[src/hdl/flow_table_packet_counter_macros.svh]
// assertion macros shared by the flow table modules
// expects clk and rst_n in the scope of each use
`ifndef FLOW_TABLE_PACKET_COUNTER_MACROS_SVH
`define FLOW_TABLE_PACKET_COUNTER_MACROS_SVH

// same-cycle implication
`define FTPC_ASSERT_SAME(lbl, ante, cons, msg) \
    lbl: assert property (@(posedge clk) disable iff (!rst_n) (ante) |-> (cons)) \
        else $error(msg);

// next-cycle implication
`define FTPC_ASSERT_NEXT(lbl, ante, cons, msg) \
    lbl: assert property (@(posedge clk) disable iff (!rst_n) (ante) |=> (cons)) \
        else $error(msg);

`endif

[src/hdl/ftpc_pkg.sv]
// types and constants of the flow table packet counter
// no dependencies
package ftpc_pkg;

    localparam logic [15:0] ETH_IPV4  = 16'h0800;
    localparam logic [15:0] ETH_IPV6  = 16'h86DD;
    localparam logic [7:0]  PROTO_TCP = 8'd6;
    localparam logic [7:0]  PROTO_UDP = 8'd17;

    localparam logic [2:0] ST_NOT_IP   = 3'd0;
    localparam logic [2:0] ST_NOT_L4   = 3'd1;
    localparam logic [2:0] ST_HIT      = 3'd2;
    localparam logic [2:0] ST_NEW_FLOW = 3'd3;
    localparam logic [2:0] ST_FULL     = 3'd4;

    typedef struct packed {
        logic [63:0] src_hi;
        logic [63:0] src_lo;
        logic [63:0] dst_hi;
        logic [63:0] dst_lo;
        logic [31:0] ports;
        logic [8:0]  kind;    // {is_ipv6, protocol}
    } flow_key_t;

    typedef struct packed {
        logic       capture;
        logic       issue;
        logic       hit_write;
        logic       append;
        logic       res_load;
        logic [2:0] res_code;
        logic       out_load;
    } ftpc_cmd_t;

    typedef struct packed {
        logic in_is_ip;
        logic in_is_l4;
        logic match;
        logic cmp_vld;
        logic scan_more;
        logic full;
        logic out_busy;
    } ftpc_stat_t;

endpackage

[src/hdl/ftpc_ctrl.sv]
// controller of the flow table: accept, key scan, result hand-off
// depends on ftpc_pkg and the assertion macro header
`include "flow_table_packet_counter_macros.svh"

module ftpc_ctrl
    import ftpc_pkg::*;
(
    input  logic       clk,
    input  logic       rst_n,
    input  logic       pkt_valid,
    output logic       pkt_ready,
    input  ftpc_stat_t stat,
    output ftpc_cmd_t  cmd
);

    localparam logic [1:0] S_IDLE   = 2'd0;
    localparam logic [1:0] S_SCAN   = 2'd1;
    localparam logic [1:0] S_REPORT = 2'd2;

    logic [1:0] state_reg;
    logic [1:0] state_next;

    always_ff @(posedge clk or negedge rst_n)
    begin
        if (!rst_n)
        begin
            state_reg <= S_IDLE;
        end
        else
        begin
            state_reg <= state_next;
        end
    end

    always_comb
    begin
        state_next = state_reg;
        pkt_ready  = 1'b0;
        cmd        = '0;
        cmd.res_code = ST_NOT_IP;
        unique case (state_reg)
            S_IDLE:
            begin
                pkt_ready = 1'b1;
                if (pkt_valid)
                begin
                    cmd.capture = 1'b1;
                    if (!stat.in_is_ip)
                    begin
                        cmd.res_load = 1'b1;
                        cmd.res_code = ST_NOT_IP;
                        state_next   = S_REPORT;
                    end
                    else if (!stat.in_is_l4)
                    begin
                        cmd.res_load = 1'b1;
                        cmd.res_code = ST_NOT_L4;
                        state_next   = S_REPORT;
                    end
                    else
                    begin
                        state_next = S_SCAN;
                    end
                end
            end
            S_SCAN:
            begin
                // key reads are registered and run ahead of the compare
                if (stat.match)
                begin
                    cmd.hit_write = 1'b1;
                    cmd.res_load  = 1'b1;
                    cmd.res_code  = ST_HIT;
                    state_next    = S_REPORT;
                end
                else if (stat.scan_more)
                begin
                    cmd.issue = 1'b1;
                end
                else if (!stat.cmp_vld)
                begin
                    cmd.res_load = 1'b1;
                    if (stat.full)
                    begin
                        cmd.res_code = ST_FULL;
                    end
                    else
                    begin
                        cmd.append   = 1'b1;
                        cmd.res_code = ST_NEW_FLOW;
                    end
                    state_next = S_REPORT;
                end
            end
            S_REPORT:
            begin
                if (!stat.out_busy)
                begin
                    cmd.out_load = 1'b1;
                    state_next   = S_IDLE;
                end
            end
            default:
            begin
                state_next = S_IDLE;
            end
        endcase
    end

    `FTPC_ASSERT_NEXT(a_accept_leaves_idle, pkt_valid && pkt_ready, state_reg != S_IDLE, "accepted request did not start work")
    `FTPC_ASSERT_NEXT(a_match_reports, state_reg == S_SCAN && stat.match, state_reg == S_REPORT, "flow hit not reported next")
    `FTPC_ASSERT_NEXT(a_report_done, state_reg == S_REPORT && !stat.out_busy, state_reg == S_IDLE, "result hand-off stuck")

endmodule

[config.mk]
export PLATFORM = sky130hd
export DESIGN_NAME = ftpc_ctrl
export DESIGN_NICKNAME = d
export VERILOG_FILES = /design/src/hdl/ftpc_pkg.sv /design/src/hdl/ftpc_ctrl.sv
export VERILOG_INCLUDE_DIRS = /design/src /design/src/hdl
export SDC_FILE = /design/constraint.sdc
export NUM_CORES = 1
export LEC_CHECK = 0
export ABC_AREA = 1
export BUFFER_PORTS_ARGS = -buffer_cell sky130_fd_sc_hd__buf_2
export CORE_AREA = 3 3 40 42
export CTS_CLUSTER_DIAMETER = 60
export DETAILED_ROUTE_END_ITERATION = 7
export DIE_AREA = 0 0 43 45
export GPL_ROUTABILITY_DRIVEN = 0
export GPL_TIMING_DRIVEN = 0
export SETUP_SLACK_MARGIN = 0.3
export SLEW_MARGIN = 20
export SYNTH_ARGS = -nofsm -noshare
export SYNTH_HDL_FRONTEND = slang
export SYNTH_SLANG_ARGS = --single-unit
[constraint.sdc]
create_clock -name clk -period 1.6 [get_ports clk]
set_input_delay 0.08 -clock clk [delete_from_list [all_inputs] [get_ports clk]]
set_output_delay 0.08 -clock clk [all_outputs]
set_load 0.01 [all_outputs]
==> results.md <==
Outcome:
- The flow ran to the end, and the final reports show no timing, DRC or antenna violations.

Critical path:
- The worst setup path is launched from a flip-flop.
- The delay of the slowest cell on the worst path is 0.39 ns.
- The arrival time of the worst setup path is 1.16 ns.
- On the critical path the largest part of the delay comes from flip-flops.
- The count of buffer and inverter cells on the critical path is 2.
- The worst setup path category is reg -> out.
- STA classifies the critical path endpoint as an output port.
- The critical path goes through inv_2 -> nor2_4 -> nand2_2 -> o21ai_2 -> buf_2.
- For the worst setup path, the data required time is 1.52 ns.
- In this run the worst path has a maximum fanout of 4.
- The critical path's slowest cell is dfrtp_2.

Synthesis:
- The share of synthesized area in the top cell type comes to 22.3%.
- For this run, the leading register cell type out of synthesis is dfrtp_1.
- Counting flops and latches in the post-synthesis netlist gives 2.
- By instance count, the leading cell after synthesis is nand2_1.
- By count the netlist is led by nand2_1, inv_1, nand3_1, nor2_1.
- Sequential cells were found to cover 22.3% of the synthesized design area.
- The synthesized cell area is 224 um^2.
- When the netlist entered floorplanning its net count stood at 46.
- The netlist uses 14 different library cells.
- Averaged over all synthesized cells, the footprint is 6.22 um^2.
- The total of warnings raised by yosys is 0.
- By area the synthesized netlist is led by dfrtp_1, nand2_1, nand3_1.
- The leading area contributor after synthesis is dfrtp_1.
- Of all flip-flops after synthesis, the portion carrying an async set or reset was 100%.
- Yosys mapped a number of flops with a built-in enable equal to 0.
- The post-synthesis cell count is 36.

Routing:
- The count of nets left with antenna violations once routing finished came out at 0.
- The via density per instance is 4.00.
- Dividing the detail-routed wire length by the instance count gives 8.40 um.
- For this block, the initial DRC count from the detailed router was 6.
- For this run, the detailed router's first-pass iteration total came to 5.
- Across all layers, the routed design uses 300 vias.
- The post-detailed-route DRC marker count is 0.
- Summed over all layers, the routed wires come to 630 um.

Clock network:
- The number of levels in the clock H-tree is 1.
- The deepest clock path buffer count is 2.
- The number of sinks on the clock net is 2.
- Buffers inserted during clock tree synthesis total 3.
- The cell sitting at the root of the clock tree is a clkbuf_4.
- At the later pin of the worst-skew pair, clock insertion delay measures 0.22 ns.
- After clock tree synthesis, the clock-pin slew on the worst setup and hold paths is 0.03 ns.
- The clock tree from TritonCTS is yes.

Floorplanning:
- The overall die height is 45 um.
- The die is 43 um wide.
- The number of rows created at floorplan is 13.
- For this configuration, the core starts out at a cell density of 17.4%.
- The die covers 0.00194 mm^2.
- The region available for standard cell placement spans 0.00128 mm^2.
- In this run the count of I/O pins placed on the die edge is 20.

Global routing:
- The initial antenna violation count was 0.
- The number of global-route vias before repair is 275.
- The sum of overflow across all layers after global routing is 0.
- The global-route wire length before repair is 1090 um.
- In the global route stage, overall resource usage came out at 7.91%.
- Entering global routing, the biggest net connects 6 pins.

Cells and area:
- The ratio of cells with drive above 1 in the final layout is 55.0%.
- The finished cells cover 380 um^2.
- The post-layout net count is 72.
- The number of diodes added for antenna fixing is 0.
- The flip-flop count of the largest register after layout is 2.
- For this run, the number of standard cells in the final layout without fillers is 75.
- The relative area change from synthesis to final layout is 69.8%.

Place:
- The count of placed standard cells including taps is 70.
- The wire-length estimate of the detail-placed layout is 490 um.
- The number of port buffers is 19.
- The placement-stage worst setup slack is 0.556 ns.
- The placed instances occupy a cell area of 338 um^2.

Timing:
- The count of final hold-check violations is 0.
- Clock skew on the completed layout was measured at 0.00209 ns.
- The final number of max-transition violations is 0.
- For the final routed database, the setup TNS stands at 0 ns.
- The worst path in the final design needs a cycle of 1.24 ns, including I/O delays and setup.
- For the pin with the worst max-slew slack, the measured transition is 0.204 ns.
- Setup violations remaining at the end of the flow were counted as 0.
- In the post-route analysis, the smallest setup slack over all paths is 0.355 ns.
- Setup repair after global routing could not meet its margin everywhere.
- Timing would allow up to 803 MHz.
- Measured against its own limit, the worst slew margin works out to 86.3%.
- The period utilization is 77.8%.

Power:
- The completed layout was analyzed and its total power is 0.455 mW.
- The total power density per cell area is 1200 mW/mm^2.
- The maximum resistive drop on vdd is 0.339 mV.
- The static leakage power is 0.218 nW.

Min path:
- The type of the most critical hold path is in -> reg.

Flow run:
- The number of max-capacitance violations reported is 0.
routing by layer:
metal	routed length, um	track usage (%)
met2	297	9.58
met5	0	0
met4	0	7.23
met1	253	9.16
met3	79	5.18
stage by stage:
stage	hold WS (ns)	util [%]
after floorplan	-0.216	-
after global placement	-0.134	26.3
after detailed placement	-0.135	26.3
after CTS	0.115	28.8
after global routing	0.164	29.6
final	0.125	29.6
tightest hold or removal path, stage by stage:
cell	delay, ns
buf_2	0.09
o21ai_1	0.08
nand3_1	0.07
placed cells by master, fill, tap and decap left out, drive strengths merged:
| master | instances |
|---|---|
| dlygate4sd3 | 1 |
| a21oi | 1 |
| nor2 | 7 |
| clkbuf | 3 |
| nand4 | 1 |
| dfrtp | 2 |
| nand3 | 5 |
| nand2 | 8 |
| o21ai | 3 |
| inv | 7 |
| buf | 20 |
| nor3 | 2 |
final timing paths:
check	from	endpoint	slack, ns	cells past startpoint
max	state_reg[0]	cmd[1]	0.36	5
min	stat[4]	state_reg[1]	0.13	3
max reg2reg	state_reg[0]	state_reg[0]	0.65	5
min reg2reg	state_reg[0]	state_reg[0]	0.63	3
max in group asynchronous	rst_n	state_reg[0]	1.32	2
min in group asynchronous	rst_n	state_reg[1]	0.17	2
cell families (layout without fill, tap and decap cells):
family | count (synthesis) | after routing | share of synthesized area, %
and+or+nand+nor | 23 | 23 | 53.6
buffers and inverters | 7 | 31 | 11.7
AOI/OAI and AO/OA | 4 | 4 | 12.3
DFF | 2 | 2 | 22.3
repair_timing:
item / 4_1_cts / 5_1_grt
hold endpoints to repair: 2 / 0
buffers inserted: 0 / 1
setup endpoints to repair: 0 / 6
resized for setup: 0 / 2
hold buffers: 1 / 0
final cells by class:
cell class	instances	area [um^2]
Sequential cell	2	52.6
Tap cell	15	18.8
Inverter	7	26.3
Fill cell	152	905
Multi-Input combinational cell	27	148
Timing Repair Buffer	21	113
Clock buffer	3	22.5
where the power goes:
part           total (mW)  internal, mW  leakage (nW)  switching [mW]
clock               0.113        0.0829        0.0138          0.0299
sequential          0.112        0.0736        0.0231          0.0379
combinational       0.231         0.100         0.181           0.131
Power figures use the tool's default switching activity.
